## src/rtl/cspm_pkg.sv

```systemverilog
// package for the connection string password masker
// parse state type, mode codes and the constant text tables
// no dependencies
package cspm_pkg;

	typedef enum logic [1:0] {
		MODE_KEY    = 2'd0,
		MODE_VSTART = 2'd1,
		MODE_PLAIN  = 2'd2,
		MODE_BRACE  = 2'd3
	} mode_t;

	typedef struct packed {
		mode_t      mode;
		logic       redact;
		logic [3:0] key_cnt;
		logic       may_pwd;
		logic       may_password;
		logic       key_begun;
		logic       space_after;
	} parse_state_t;

	localparam logic [3:0] KEY_SAT   = 4'd9;
	localparam logic [3:0] LEN_PWD   = 4'd3;
	localparam logic [3:0] LEN_PASSW = 4'd8;
	localparam logic [3:0] MASK_LEN  = 4'd8;

	localparam logic [7:0] CH_EQ     = 8'h3D;
	localparam logic [7:0] CH_SEMI   = 8'h3B;
	localparam logic [7:0] CH_LBRACE = 8'h7B;
	localparam logic [7:0] CH_RBRACE = 8'h7D;

	localparam parse_state_t PARSE_RESET = '{
		mode:         MODE_KEY,
		redact:       1'b0,
		key_cnt:      4'd0,
		may_pwd:      1'b1,
		may_password: 1'b1,
		key_begun:    1'b0,
		space_after:  1'b0
	};

	// text "<masked>"
	function automatic logic [7:0] mask_char(input logic [2:0] idx);
		logic [7:0] c;
		case (idx)
			3'd0: c = 8'h3C;
			3'd1: c = 8'h6D;
			3'd2: c = 8'h61;
			3'd3: c = 8'h73;
			3'd4: c = 8'h6B;
			3'd5: c = 8'h65;
			3'd6: c = 8'h64;
			3'd7: c = 8'h3E;
			default: c = 8'h3E;
		endcase
		return c;
	endfunction

	// text "PWD"
	function automatic logic [7:0] pwd_char(input logic [1:0] idx);
		logic [7:0] c;
		case (idx)
			2'd0: c = 8'h50;
			2'd1: c = 8'h57;
			2'd2: c = 8'h44;
			default: c = 8'h00;
		endcase
		return c;
	endfunction

	// text "PASSWORD"
	function automatic logic [7:0] password_char(input logic [2:0] idx);
		logic [7:0] c;
		case (idx)
			3'd0: c = 8'h50;
			3'd1: c = 8'h41;
			3'd2: c = 8'h53;
			3'd3: c = 8'h53;
			3'd4: c = 8'h57;
			3'd5: c = 8'h4F;
			3'd6: c = 8'h52;
			3'd7: c = 8'h44;
			default: c = 8'h44;
		endcase
		return c;
	endfunction

endpackage

```

## src/rtl/conn_string_password_masker.sv

```systemverilog
// Connection string password masker.
// Channels: src (in_byte, in_last) and dst (out_byte, out_valid, out_last),
// each with a valid and a stall; a transaction completes on a clock edge
// with valid high and stall low.
// A byte is registered on input, parsed from the input register and the
// result lands in the output register. Throughput is one byte per cycle
// unless dst stalls or a mask burst runs. An '=' that ends a PWD or
// PASSWORD key produces nine transactions ('=' then "<masked>"); the output
// register sends them one per cycle unless dst stalls; the input stage waits.
// Bytes inside a masked value produce no transaction; a masked byte flagged
// last produces an empty marker (out_valid low, out_last high).
// When dst stalls with the output register full, that register holds, the
// input register takes at most one more transaction and src_stall is high
// for as long as the input register stays full; no transaction is dropped.
// Reset (arst_n low) empties both registers and returns the parser to key
// mode; parser state also returns to reset after every last byte.
// Depends on cspm_pkg and cspm_parse.
module conn_string_password_masker (
	input  logic       clk,
	input  logic       arst_n,
	input  logic       src_valid,
	output logic       src_stall,
	input  logic [7:0] in_byte,
	input  logic       in_last,
	output logic       dst_valid,
	input  logic       dst_stall,
	output logic [7:0] out_byte,
	output logic       out_valid,
	output logic       out_last
);

	logic                   valid_s1;
	logic [7:0]             byte_s1;
	logic                   last_s1;
	cspm_pkg::parse_state_t state_q;
	cspm_pkg::parse_state_t state_next;

	logic       ovalid_q;
	logic [7:0] obyte_q;
	logic       ochar_q;
	logic       olast_q;
	logic [3:0] mask_cnt_q;
	logic       mask_last_q;

	logic       emit;
	logic [7:0] emit_byte;
	logic       emit_char;
	logic       emit_last;
	logic       mask_go;
	logic       out_free;
	logic       adv_s1;
	logic       src_take;
	logic [2:0] mask_idx;

	cspm_parse u_parse (
		.st        (state_q),
		.byte_in   (byte_s1),
		.last_in   (last_s1),
		.st_next   (state_next),
		.emit      (emit),
		.emit_byte (emit_byte),
		.emit_char (emit_char),
		.emit_last (emit_last),
		.mask_go   (mask_go)
	);

	assign out_free  = !ovalid_q || !dst_stall;
	assign adv_s1    = valid_s1 && (mask_cnt_q == 4'd0) && out_free;
	assign src_stall = valid_s1 && !adv_s1;
	assign src_take  = src_valid && !src_stall;
	assign mask_idx  = 3'(cspm_pkg::MASK_LEN - mask_cnt_q);

	always_ff @(posedge clk or negedge arst_n) begin
		if (!arst_n) begin
			valid_s1 <= 1'b0;
			state_q  <= cspm_pkg::PARSE_RESET;
		end else begin
			if (src_take)
				valid_s1 <= 1'b1;
			else if (adv_s1)
				valid_s1 <= 1'b0;
			if (adv_s1)
				state_q <= state_next;
		end
	end

	always_ff @(posedge clk) begin
		if (src_take) begin
			byte_s1 <= in_byte;
			last_s1 <= in_last;
		end
	end

	always_ff @(posedge clk or negedge arst_n) begin
		if (!arst_n) begin
			ovalid_q    <= 1'b0;
			mask_cnt_q  <= 4'd0;
			mask_last_q <= 1'b0;
		end else begin
			if (mask_cnt_q != 4'd0 && out_free) begin
				ovalid_q   <= 1'b1;
				mask_cnt_q <= mask_cnt_q - 4'd1;
			end else if (adv_s1) begin
				ovalid_q    <= emit;
				mask_cnt_q  <= mask_go ? cspm_pkg::MASK_LEN : 4'd0;
				mask_last_q <= last_s1;
			end else if (!dst_stall) begin
				ovalid_q <= 1'b0;
			end
		end
	end

	always_ff @(posedge clk) begin
		if (mask_cnt_q != 4'd0 && out_free) begin
			obyte_q <= cspm_pkg::mask_char(mask_idx);
			ochar_q <= 1'b1;
			olast_q <= mask_last_q && (mask_cnt_q == 4'd1);
		end else if (adv_s1) begin
			obyte_q <= emit_byte;
			ochar_q <= emit_char;
			olast_q <= emit_last;
		end
	end

	assign dst_valid = ovalid_q;
	assign out_byte  = obyte_q;
	assign out_valid = ochar_q;
	assign out_last  = olast_q;

	// a pending mask burst always sits behind a full output register
	a_burst_full: assert property (@(posedge clk) disable iff (!arst_n)
		mask_cnt_q != 4'd0 |-> ovalid_q)
		else $error("mask burst pending with empty output register");

	// the burst never exceeds the mask length
	a_burst_len: assert property (@(posedge clk) disable iff (!arst_n)
		mask_cnt_q <= cspm_pkg::MASK_LEN)
		else $error("mask counter out of range");

	// an empty marker only ever ends a string
	a_empty_last: assert property (@(posedge clk) disable iff (!arst_n)
		dst_valid && !out_valid |-> out_last && out_byte == 8'h00)
		else $error("empty marker without last");

	// a held input byte stays held while the burst runs
	a_burst_hold: assert property (@(posedge clk) disable iff (!arst_n)
		valid_s1 && mask_cnt_q != 4'd0 |-> src_stall)
		else $error("input advanced during mask burst");

endmodule

```

## src/rtl/cspm_parse.sv

```systemverilog
// one-byte step of the key/value parser: next state and the first result
// of the byte, plus whether the mask burst follows
// depends on cspm_pkg
module cspm_parse (
	input  cspm_pkg::parse_state_t st,
	input  logic [7:0]             byte_in,
	input  logic                   last_in,
	output cspm_pkg::parse_state_t st_next,
	output logic                   emit,
	output logic [7:0]             emit_byte,
	output logic                   emit_char,
	output logic                   emit_last,
	output logic                   mask_go
);

	logic                   blank;
	logic [7:0]             upper;
	logic                   hit;
	logic                   put;
	cspm_pkg::parse_state_t nx;
	cspm_pkg::parse_state_t kc;

	always_comb begin
		blank = (byte_in == 8'h20) || (byte_in == 8'h09) || (byte_in == 8'h0A) ||
			(byte_in == 8'h0B) || (byte_in == 8'h0C) || (byte_in == 8'h0D);
		upper = (byte_in >= 8'h61 && byte_in <= 8'h7A) ? byte_in - 8'h20 : byte_in;
		hit = st.key_begun &&
			((st.may_pwd && st.key_cnt == cspm_pkg::LEN_PWD) ||
			 (st.may_password && st.key_cnt == cspm_pkg::LEN_PASSW));
	end

	// key character update
	always_comb begin
		kc = st;
		if (blank) begin
			if (st.key_begun)
				kc.space_after = 1'b1;
		end else begin
			if (st.space_after) begin
				kc.may_pwd      = 1'b0;
				kc.may_password = 1'b0;
			end
			kc.key_begun = 1'b1;
			if (st.key_cnt < cspm_pkg::LEN_PWD) begin
				if (cspm_pkg::pwd_char(st.key_cnt[1:0]) != upper)
					kc.may_pwd = 1'b0;
			end else begin
				kc.may_pwd = 1'b0;
			end
			if (st.key_cnt < cspm_pkg::LEN_PASSW) begin
				if (cspm_pkg::password_char(st.key_cnt[2:0]) != upper)
					kc.may_password = 1'b0;
			end else begin
				kc.may_password = 1'b0;
			end
			if (st.key_cnt < cspm_pkg::KEY_SAT)
				kc.key_cnt = st.key_cnt + 4'd1;
		end
	end

	always_comb begin
		nx      = st;
		put     = 1'b1;
		mask_go = 1'b0;
		case (st.mode)
			cspm_pkg::MODE_KEY: begin
				if (byte_in == cspm_pkg::CH_EQ) begin
					mask_go   = hit;
					nx.redact = hit;
					nx.mode   = cspm_pkg::MODE_VSTART;
				end else if (byte_in == cspm_pkg::CH_SEMI) begin
					nx = cspm_pkg::PARSE_RESET;
				end else begin
					nx = kc;
				end
			end
			cspm_pkg::MODE_VSTART, cspm_pkg::MODE_PLAIN: begin
				if (byte_in == cspm_pkg::CH_SEMI) begin
					nx = cspm_pkg::PARSE_RESET;
				end else begin
					put = !st.redact;
					if (st.mode == cspm_pkg::MODE_VSTART && byte_in == cspm_pkg::CH_LBRACE)
						nx.mode = cspm_pkg::MODE_BRACE;
					else
						nx.mode = cspm_pkg::MODE_PLAIN;
				end
			end
			default: begin
				put = !st.redact;
				if (byte_in == cspm_pkg::CH_RBRACE)
					nx = cspm_pkg::PARSE_RESET;
			end
		endcase
		if (last_in)
			nx = cspm_pkg::PARSE_RESET;
	end

	assign st_next   = nx;
	assign emit      = put || last_in;
	assign emit_byte = put ? byte_in : 8'h00;
	assign emit_char = put;
	// with a mask burst the last flag moves to the final mask byte
	assign emit_last = last_in && !mask_go;

endmodule
```

## config.mk

```make
export PLATFORM = sky130hd
export DESIGN_NAME = conn_string_password_masker
export DESIGN_NICKNAME = d
export VERILOG_FILES = /design/src/rtl/cspm_pkg.sv /design/src/rtl/conn_string_password_masker.sv /design/src/rtl/cspm_parse.sv
export SDC_FILE = /design/constraint.sdc
export NUM_CORES = 1
export LEC_CHECK = 0
export CORE_UTILIZATION = 65
export DETAILED_ROUTE_END_ITERATION = 10
export DONT_BUFFER_PORTS = 1
export PLACE_DENSITY = 0.89
export SLEW_MARGIN = 20
export SYNTH_ARGS = -nofsm -noshare
export SYNTH_HDL_FRONTEND = slang
export SYNTH_HIERARCHICAL = 1
export SYNTH_SLANG_ARGS = --single-unit
```

## constraint.sdc

```tcl
create_clock -name clk -period 4.1 [get_ports clk]
set_input_delay 0.615 -clock clk [delete_from_list [all_inputs] [get_ports clk]]
set_output_delay 0.615 -clock clk [all_outputs]
set_load 0.05 [all_outputs]
```

==> results of run 1 <==
[final cells by class]
type / instances / area [µm²] / area share
multi-input combinational: 201 / 1580 / 0.559
sequential: 37 / 1010 / 0.360
clock buffer: 8 / 90.1 / 0.0320
tap: 50 / 62.6 / 0.0222
inverter: 13 / 48.8 / 0.0173
timing repair buffer: 3 / 27.5 / 0.00976
[where the power goes]
group          switching, mW  internal, mW  leakage [nW]
Sequential             0.196         0.503         0.397
Clock                  0.125         0.137        0.0455
Combinational          0.306         0.280         0.635
[registers in the layout, summed over array words and instances (netlist names)]
signal / cells
out_valid: 1
last_s1: 1
dst_valid: 1
mask_last_q: 1
out_byte: 8
mask_cnt_q: 4
byte_s1: 8
out_last: 1
valid_s1: 1
state_q: 11
[synth_stat cells (5+ instances only)]
cell,count
mux2_1,10
mux2_2,8
o21ai_0,9
inv_1,13
nor2_1,10
buf_2,6
dfrtp_1,16
clkbuf_1,8
xnor2_1,5
nand3_1,10
and2_1,10
nand2_1,14
edfxtp_1,18
ha_1,14
a21oi_1,11
mux2i_1,5
[final timing paths]
path,from,end,depth (start not counted)
max in group asynchronous,arst_n,state_q[0],1
hold reg to reg,mask_last_q,mask_last_q,1
setup / recovery,mask_cnt_q[0],src_stall,5
hold / removal,arst_n,mask_cnt_q[1],0
min in group clk,src_valid,valid_s1,1
setup reg to reg,byte_s1[1],out_last,5
[layer usage]
layer | vias to the layer above | share of wire | track usage
met4 | 0 | 0.026 | 0.112
met5 | - | 0 | 0
met2 | 86 | 0.49 | 0.480
li1 | 985 | - | -
met3 | 16 | 0.071 | 0.0548
met1 | 1002 | 0.41 | 0.347
[kinds of logic (layout without fill, tap and decap cells)]
logic type | after synthesis | after routing | share of synthesized area
flops | 37 | 37 | 0.374
fa+ha+maj | 14 | 14 | 0.0646
buf+inv | 28 | 24 | 0.0443
mux | 24 | 24 | 0.0983
compound gates | 71 | 71 | 0.204
xor+xnor | 8 | 8 | 0.0286
simple gates | 84 | 84 | 0.186
[stage by stage]
step           cell area (µm²)  worst slack (ns)
2_1_floorplan             2710              1.84
3_3_place_gp              2710              1.63
3_5_place_dp              2710              1.63
4_1_cts                   2800              1.47
5_1_grt                   2820              1.37
6_report                  2820              1.47
[repair_timing]
| action | CTS | global route |
|---|---|---|
| endpoints found under the setup margin | 0 | 0 |
| setup buffers | 0 | 0 |
| endpoints found under the hold margin | 0 | 3 |
| hold buffers | 0 | 2 |
==> metrics.yaml, run 1 <==
outcome: "finished clean"
max_stage_delay_ns: 0.46
fp.coreArea_um2: 4000
yosysSeqAreaShare: 0.374
drtAntennaViolNets: 0
syn_area_um2: 2710
htreeDepth: 2
rows: 23
drc: 0
grt_pass1_wl_um: 9400
finalPower_mw: 1.55
final_cells: 312
path_class: "reg2out"
synthTopCellsByArea: "edfxtp_1 20%, dfrtp_1 15%, ha_1 6.5%"
synth_seq_cells: 37
synthDistinctLibCells: 74
cts.reportedPaths.clkPinSlew_ns: 0.07
mostFrequentLayoutCell: "edfxtp_1"
syn_area_per_cell_um2: 10.2
crit_path_end_kind: "primary output"
synth_ff_type: "edfxtp_1"
wl_per_cell_um: 18.3
grt_max_degree: 19
synth_edf_count: 18
skew_ns: 0.00609
maxCapViolations: 0
cp_top_family: "simple AND/OR/NAND/NOR gates"
io_buffers: 0
syn_inst: 266
dp_cells: 302
relSlewSlack: 0.571
dp_hpwl_um: 4110
worst_pin_slew_ns: 0.642
first_pass_iters: 5
clk_path_buf_depth: 2
fillers: 298
die_area_um2: 4430
gp_congestion: 0.949
vdd_ir_drop_max_mv: 0.257
ios: 25
synth_top_cell_by_area: "edfxtp_1"
cts_buffers: 5
worstPathRequired_ns: 3.48
cp_max_fo: 7
drv_slew: 0
cp.arrival_ns: 2.01
max_freq_mhz: 380
grt_overflow_total: 0
rsz0062_at_grt: "false"
clock_latency_ns: 0.29
final_cell_mix: "18 x edfxtp_1, 16 x dfrtp_1, 14 x nand2_1, 14 x ha_1, 13 x inv_1"
async_reset_ff_frac: 0.486
cts_tree: "done"
vias: 2089
cts_root_buf: "clkbuf_8"
chipHeight_um: 66.6
drt_iter0_markers: 129
ys_warn_count: 6
cp_slowest_cell: "dfrtp_1"
grt_pass1_vias: 1963
final_hold_viol_count: 0
synth_top_area_frac: 0.199
grt_use_total: 0.282
fin_crit_ns: 2.63
viasPerCell: 6.70
syn_to_final_growth_pct: 4.02
regToRegSetupSlack_ns: 1.58
drt_wl_total_um: 5700
fin_crit_sh: 0.641
hold_slack_ns: 0.0134
die_w_um: 66.6
cts_resized: 0
antenna_found_initial: 0
setup_viol: 0
power_density_nw_per_um2: 549
n_antenna_cell: 0
clock_sinks: 37
syn-num-nets: 293
fin_util: 0.705
drive_gt1_frac: 0.134
cp-start-kind: "register"
final_nets: 288
initial_core_util: 0.678
path_cells: "inv_1, ha_1, nor3b_2, nand2_1, and2_1"
p_leak_nw: 1.08
hp-class: "in2async"
crit_buf_inv: 1
setup-tns-final_ns: 0
Note: power is estimated with default switching activity, not from simulation.
==> run 2, diff against run 1 <==
--- a/config.mk
+++ b/config.mk
@@ -5,10 +5,11 @@
 export SDC_FILE = /design/constraint.sdc
 export NUM_CORES = 1
 export LEC_CHECK = 0
-export CORE_UTILIZATION = 65
+export ABC_AREA = 1
+export CORE_UTILIZATION = 58
 export DETAILED_ROUTE_END_ITERATION = 10
 export DONT_BUFFER_PORTS = 1
-export PLACE_DENSITY = 0.89
+export PLACE_DENSITY = 0.84
 export SLEW_MARGIN = 20
 export SYNTH_ARGS = -nofsm -noshare
 export SYNTH_HDL_FRONTEND = slang
==> constraint.sdc (replaced) <==
create_clock -name clk -period 2.4 [get_ports clk]
set_input_delay 0.36 -clock clk [delete_from_list [all_inputs] [get_ports clk]]
set_output_delay 0.36 -clock clk [all_outputs]
set_load 0.05 [all_outputs]
==> run 2 against run 1 <==
Effect of this change:
- combinational power increased to 2.6 times the previous value
- register-to-register slack got worse by 1.3 ns
- sequential share of layout area decreased by 2.6 points
- die area increased by 20%
- sequential power increased by 100%
- wire length increased by 11%
- power increased by 110%
- largest power group is now combinational cells
==> metrics.yaml, run 2 <==
clock_sinks: 37
hp-class: "in2reg"
cp-start-kind: "register"
syn_to_final_growth_pct: 3.94
ios: 25
cp_max_fo: 14
synth.most_common_cell: "nand2_1"
grt_overflow_total: 0
final_cells: 482
yosysSeqAreaShare: 0.347
synthDistinctLibCells: 39
worstPathRequired_ns: 2.04
async_reset_ff_frac: 0.486
pre_cts_ws_ns: 0.286
wl_per_cell_um: 13.1
path_cells: "inv_1, ha_1, nand2_2, nor2_4, nand2_4, nand2_1, inv_2"
synth_seq_cells: 37
power_density_nw_per_um2: 1090
cts_root_buf: "clkbuf_8"
setup-tns-final_ns: 0
fillers: 426
final_nets: 441
io_buffers: 0
final_hold_viol_count: 0
setup_viol: 0
ctsHoldBuffers: 1
regMostFlops: "state_q"
grt_pass1_wl_um: 10900
final_cell_mix: "148 x nand2_1, 45 x inv_1, 33 x nor2_1"
path_class: "reg2out"
rows: 25
max_stage_delay_ns: 0.42
timing.rr.end: "byte_s1[4]"
r2r_cells: 9
maxCapViolations: 0
fin_crit_sh: 0.901
gp_congestion: 0.946
synthTopCellsByArea: "nand2_1 19%, edfxtp_1 19%, dfrtp_1 14%"
relSlewSlack: 0.448
initial_core_util: 0.610
syn-num-nets: 439
cts.reportedPaths.clkPinSlew_ns: 0.07
vias: 2631
vdd_ir_drop_max_mv: 0.544
synth_edf_count: 18
outcome: "finished clean"
cts_buffers: 5
drt_iter0_markers: 142
drv_slew: 0
clock_latency_ns: 0.28
chipHeight_um: 73.0
rsz0062_at_grt: "false"
skew_ns: 0.00256
synthTopCellsByCount: "148 x nand2_1, 45 x inv_1, 33 x nor2_1, 29 x nand3_1, 20 x a21oi_1"
grt_max_degree: 19
first_pass_iters: 5
die_w_um: 73.0
cp.arrival_ns: 1.80
clk_path_buf_depth: 2
synth_top_cell_by_area: "nand2_1"
grt_pass1_vias: 2429
fp.coreArea_um2: 4790
drc: 0
synth_ff_type: "edfxtp_1"
design_area_um2: 3040
die_area_um2: 5320
startpoint: "mask_cnt_q[0]"
syn_inst: 412
layout_setup_ws_ns: 0.237
dp_cells: 473
reg2reg_from: "mask_cnt_q[0]"
dp_hpwl_um: 4810
drtAntennaViolNets: 0
worst_pin_slew_ns: 0.826
largest_reg_flops: 11
p_leak_nw: 1.53
max_freq_mhz: 462
antenna_found_initial: 0
fin_crit_ns: 2.16
synth_top_area_frac: 0.190
hold_slack_ns: 0.166
mostFrequentLayoutCell: "nand2_1"
hold_path_startpoint: "in_last"
drt_wl_total_um: 6330
htreeDepth: 2
post_cts_buffers: 0
syn_area_um2: 2920
placed_cell_area_um2: 2940
hold_end: "last_s1"
cts_tree: "done"
grt_use_total: 0.265
n_antenna_cell: 0
regToRegSetupSlack_ns: 0.29
cts_resized: 0
crit_path_end_kind: "primary output"
viasPerCell: 5.46
whs_path_depth: 0
drive_gt1_frac: 0.125
syn_area_per_cell_um2: 7.09
ys_warn_count: 6
cp_slowest_cell: "dfrtp_1"
## run 2: cell count changes after synthesis, sizes merged, moves of 10 or more
cell   change
nand2    +142
nand3     +21
mux2      -18
and2      -10
nor2      +32
o21ai     +12
inv       +41
a21oi     +11
## run 2: worst max-delay path: cells and delay by family, from the launching register on
| kind | cells | cell delay (ns) |
|---|---|---|
| and+or+nand+nor | 4 | 0.49 |
| adders and majority gates | 1 | 0.29 |
| buffers and inverters | 2 | 0.32 |
| DFF | 1 | 0.42 |
## run 2: per-layer routing
layer  GRT usage  wire length (µm)  vias up
li1            -                 -     1321
met1       0.340              2830     1216
met2       0.458              3070       81
met3      0.0373               335       13
met4      0.0915                95        0
met5           0                 0        -
## run 2: how the worst max path moves through the flow
stage	end
floorplan	byte_s1[0]
global placement	byte_s1[4]
detailed placement	byte_s1[4]
CTS	src_stall
global route	state_q[2]
finish	src_stall
## run 2: logic make-up after synthesis
logic type,after synthesis,share of synthesized area
flops,37,0.347
compound gates,54,0.116
fa+ha+maj,14,0.0600
xor+xnor,2,0.00600
simple gates,242,0.370
buf+inv,63,0.101
## run 2: cell type report
type | instances | area, µm² | area share
multi-input cells | 312 | 1610 | 0.532
well taps | 67 | 83.8 | 0.0276
clock inverters | 2 | 10.0 | 0.00330
flip-flops and latches | 37 | 1010 | 0.334
repair buffers | 4 | 32.5 | 0.0107
inverters | 54 | 210 | 0.0692
clock buffers | 6 | 72.6 | 0.0239
## run 2: metrics by stage
| step | utilization | total power [mW] |
|---|---|---|
| finish | 0.635 | 3.32 |
| global route | 0.635 | 3.61 |
| CTS | 0.635 | 3.32 |
| detailed placement | 0.615 | 2.88 |
| global placement | 0.615 | 2.83 |
| floorplan | - | 2.62 |
## run 2: power by group
group | switching [mW] | total, mW | leakage [nW] | internal, mW
combinational | 1.01 | 1.50 | 1.08 | 0.490
clock | 0.214 | 0.415 | 0.0450 | 0.201
sequential | 0.478 | 1.40 | 0.407 | 0.924
total | 1.70 | 3.32 | 1.53 | 1.62
==> run 3, diff against run 2 <==
--- a/config.mk
+++ b/config.mk
@@ -6,9 +6,12 @@
 export NUM_CORES = 1
 export LEC_CHECK = 0
 export ABC_AREA = 1
-export CORE_UTILIZATION = 58
+export CELL_PAD_IN_SITES_DETAIL_PLACEMENT = 1
+export CELL_PAD_IN_SITES_GLOBAL_PLACEMENT = 2
+export CORE_UTILIZATION = 33
 export DETAILED_ROUTE_END_ITERATION = 10
 export DONT_BUFFER_PORTS = 1
+export GPL_TIMING_DRIVEN = 0
 export PLACE_DENSITY = 0.84
 export SLEW_MARGIN = 20
 export SYNTH_ARGS = -nofsm -noshare
==> run 3 against run 2 <==
Effect of this change:
- global-route usage shrank 7.5 points
- sequential power about the same
- sequential share of layout area shrank 1.8 points
- power increased by 8.3%
- design area increased by 5.6%
- sequential cell count stayed put
- die area increased by 73%
- combinational power up 11%
- via count is 0.15% higher
==> metrics.yaml, run 3 (synthesis gave the netlist of run 2 again) <==
outcome: "finished clean"
final_hold_viol_count: 0
setup-tns-final_ns: 0
io_buffers: 0
grt_max_degree: 19
hp-class: "in2reg"
dp_hpwl_um: 6380
clock_latency_ns: 0.29
crit_path_end_kind: "primary output"
max_freq_mhz: 450
drt_iter0_markers: 102
die_area_um2: 9230
regMostFlops: "state_q"
ios: 25
hold_path_startpoint: "in_byte[4]"
grt_pass1_wl_um: 13400
initial_core_util: 0.349
first_pass_iters: 4
cts_root_buf: "clkbuf_8"
p_leak_nw: 1.59
drive_gt1_frac: 0.145
wl_per_cell_um: 15.2
die_w_um: 96.1
regToRegSetupSlack_ns: 0.29
clock_sinks: 37
syn_to_final_growth_pct: 9.72
hold_slack_ns: 0.159
gp_congestion: 0.888
power_frac_comb: 0.464
cp.arrival_ns: 1.86
n_antenna_cell: 0
path_class: "reg2out"
rsz0062_at_grt: "false"
multiInputGateArea_um2: 1620
cts.reportedPaths.clkPinSlew_ns: 0.08
startpoint: "dst_valid"
fin_util: 0.382
grt_use_total: 0.190
switching_share: 0.502
r2r_cells: 17
skew_ns: 0.00442
worst_pin_slew_ns: 0.903
timing.rr.end: "state_q[2]"
setup_viol: 0
grt_overflow_total: 0
drv_slew: 0
hold_end: "byte_s1[4]"
finalPower_mw: 3.59
grt_pass1_vias: 2718
antenna_found_initial: 0
vdd_ir_drop_max_mv: 0.425
viasPerCell: 5.00
pwr-share-seq: 0.383
relSlewSlack: 0.396
fin_crit_ns: 2.22
clkPwrFrac: 0.152
whs_path_depth: 0
reg2reg_from: "state_q[4]"
internal_power_mw: 1.79
fillers: 1084
chipHeight_um: 96.1
drtAntennaViolNets: 0
cts_buffers: 5
p_switching_mw: 1.80
final_cell_mix: "148 x nand2_1, 45 x inv_1, 33 x nor2_1"
htreeDepth: 2
final_nets: 448
power_density_nw_per_um2: 1120
vias: 2635
clk_path_buf_depth: 2
seqCellArea_um2: 1010
fin_crit_sh: 0.926
cts_tree: "done"
mostFrequentLayoutCell: "nand2_1"
drt_wl_total_um: 8030
rows: 33
maxCapViolations: 0
cp-start-kind: "register"
fp.coreArea_um2: 8380
worstPathRequired_ns: 2.04
cp_max_fo: 5
largest_reg_flops: 11
drc: 0
-- run 3: changes by cell type in the layout (fill, tap and decap cells not counted) --
| cell | delta |
|---|---|
| buf_12 | +1 |
| buf_2 | +2 |
| buf_4 | -1 |
| buf_6 | +4 |
| clkbuf_1 | -1 |
| clkbuf_16 | +1 |
| clkbuf_8 | +2 |
| clkinv_2 | -2 |
| clkinvlp_4 | +1 |
| ha_1 | -1 |
| ha_2 | +1 |
| nor2_2 | -1 |
| nor2_4 | +1 |
-- run 3: cell type report --
class / instances / share of cell area
Inverter: 54 / 0.0656
Clock inverter: 1 / 0.00234
Multi-Input combinational cell: 312 / 0.506
Tap cell: 105 / 0.0410
Sequential cell: 37 / 0.316
Timing Repair Buffer: 2 / 0.00937
Buffer: 9 / 0.0262
Clock buffer: 7 / 0.0336
-- run 3: power by group through the flow --
stage                     registers, mW  clock network [mW]  logic [mW]
final                              1.38               0.547        1.67
after global routing               1.42               0.596        1.90
after CTS                          1.38               0.569        1.66
after detailed placement           1.40                   0        1.64
after global placement             1.38                   0        1.59
after floorplan                    1.33                   0        1.29
-- run 3: worst max path at each step --
stage,to,cells after the start,slack (ns)
6_report,src_stall,6,0.18
5_1_grt,state_q[3],18,0.005
4_1_cts,byte_s1[2],8,0.13
3_5_place_dp,byte_s1[4],8,-0.08
3_3_place_gp,byte_s1[2],8,-0.02
2_1_floorplan,byte_s1[0],8,0.42
-- run 3: through the flow --
step	worst slack [ns]	instance area (µm²)	std cells
6_report	0.176	3210	527
3_5_place_dp	-0.0837	3050	517
3_3_place_gp	-0.0242	3050	517
5_1_grt	0.00524	3210	527
4_1_cts	0.131	3180	526
2_1_floorplan	0.419	2920	412
-- run 3: worst max-delay path: stages, from the launching register on --
cell	delay [ns]
dfrtp_1	0.66
nand2_1	0.20
nand2_1	0.19
inv_1	0.10
nand2_4	0.10
nand2_1	0.09
inv_2	0.23
-- run 3: timing repair --
| item | 4_1_cts | 5_1_grt |
|---|---|---|
| pin swaps | 0 | 1 |
| resized for setup | 1 | 1 |
| setup endpoints to repair | 9 | 10 |
| hold buffers | 1 | 0 |
| buffers inserted | 0 | 1 |
| hold endpoints to repair | 18 | 0 |
-- run 3: routing by layer --
layer,vias up,GRT usage,wire [µm]
met5,-,0,0
met4,0,0.0460,72
met3,5,0.0284,152
met2,24,0.329,3960
met1,1272,0.248,3850
li1,1334,-,-
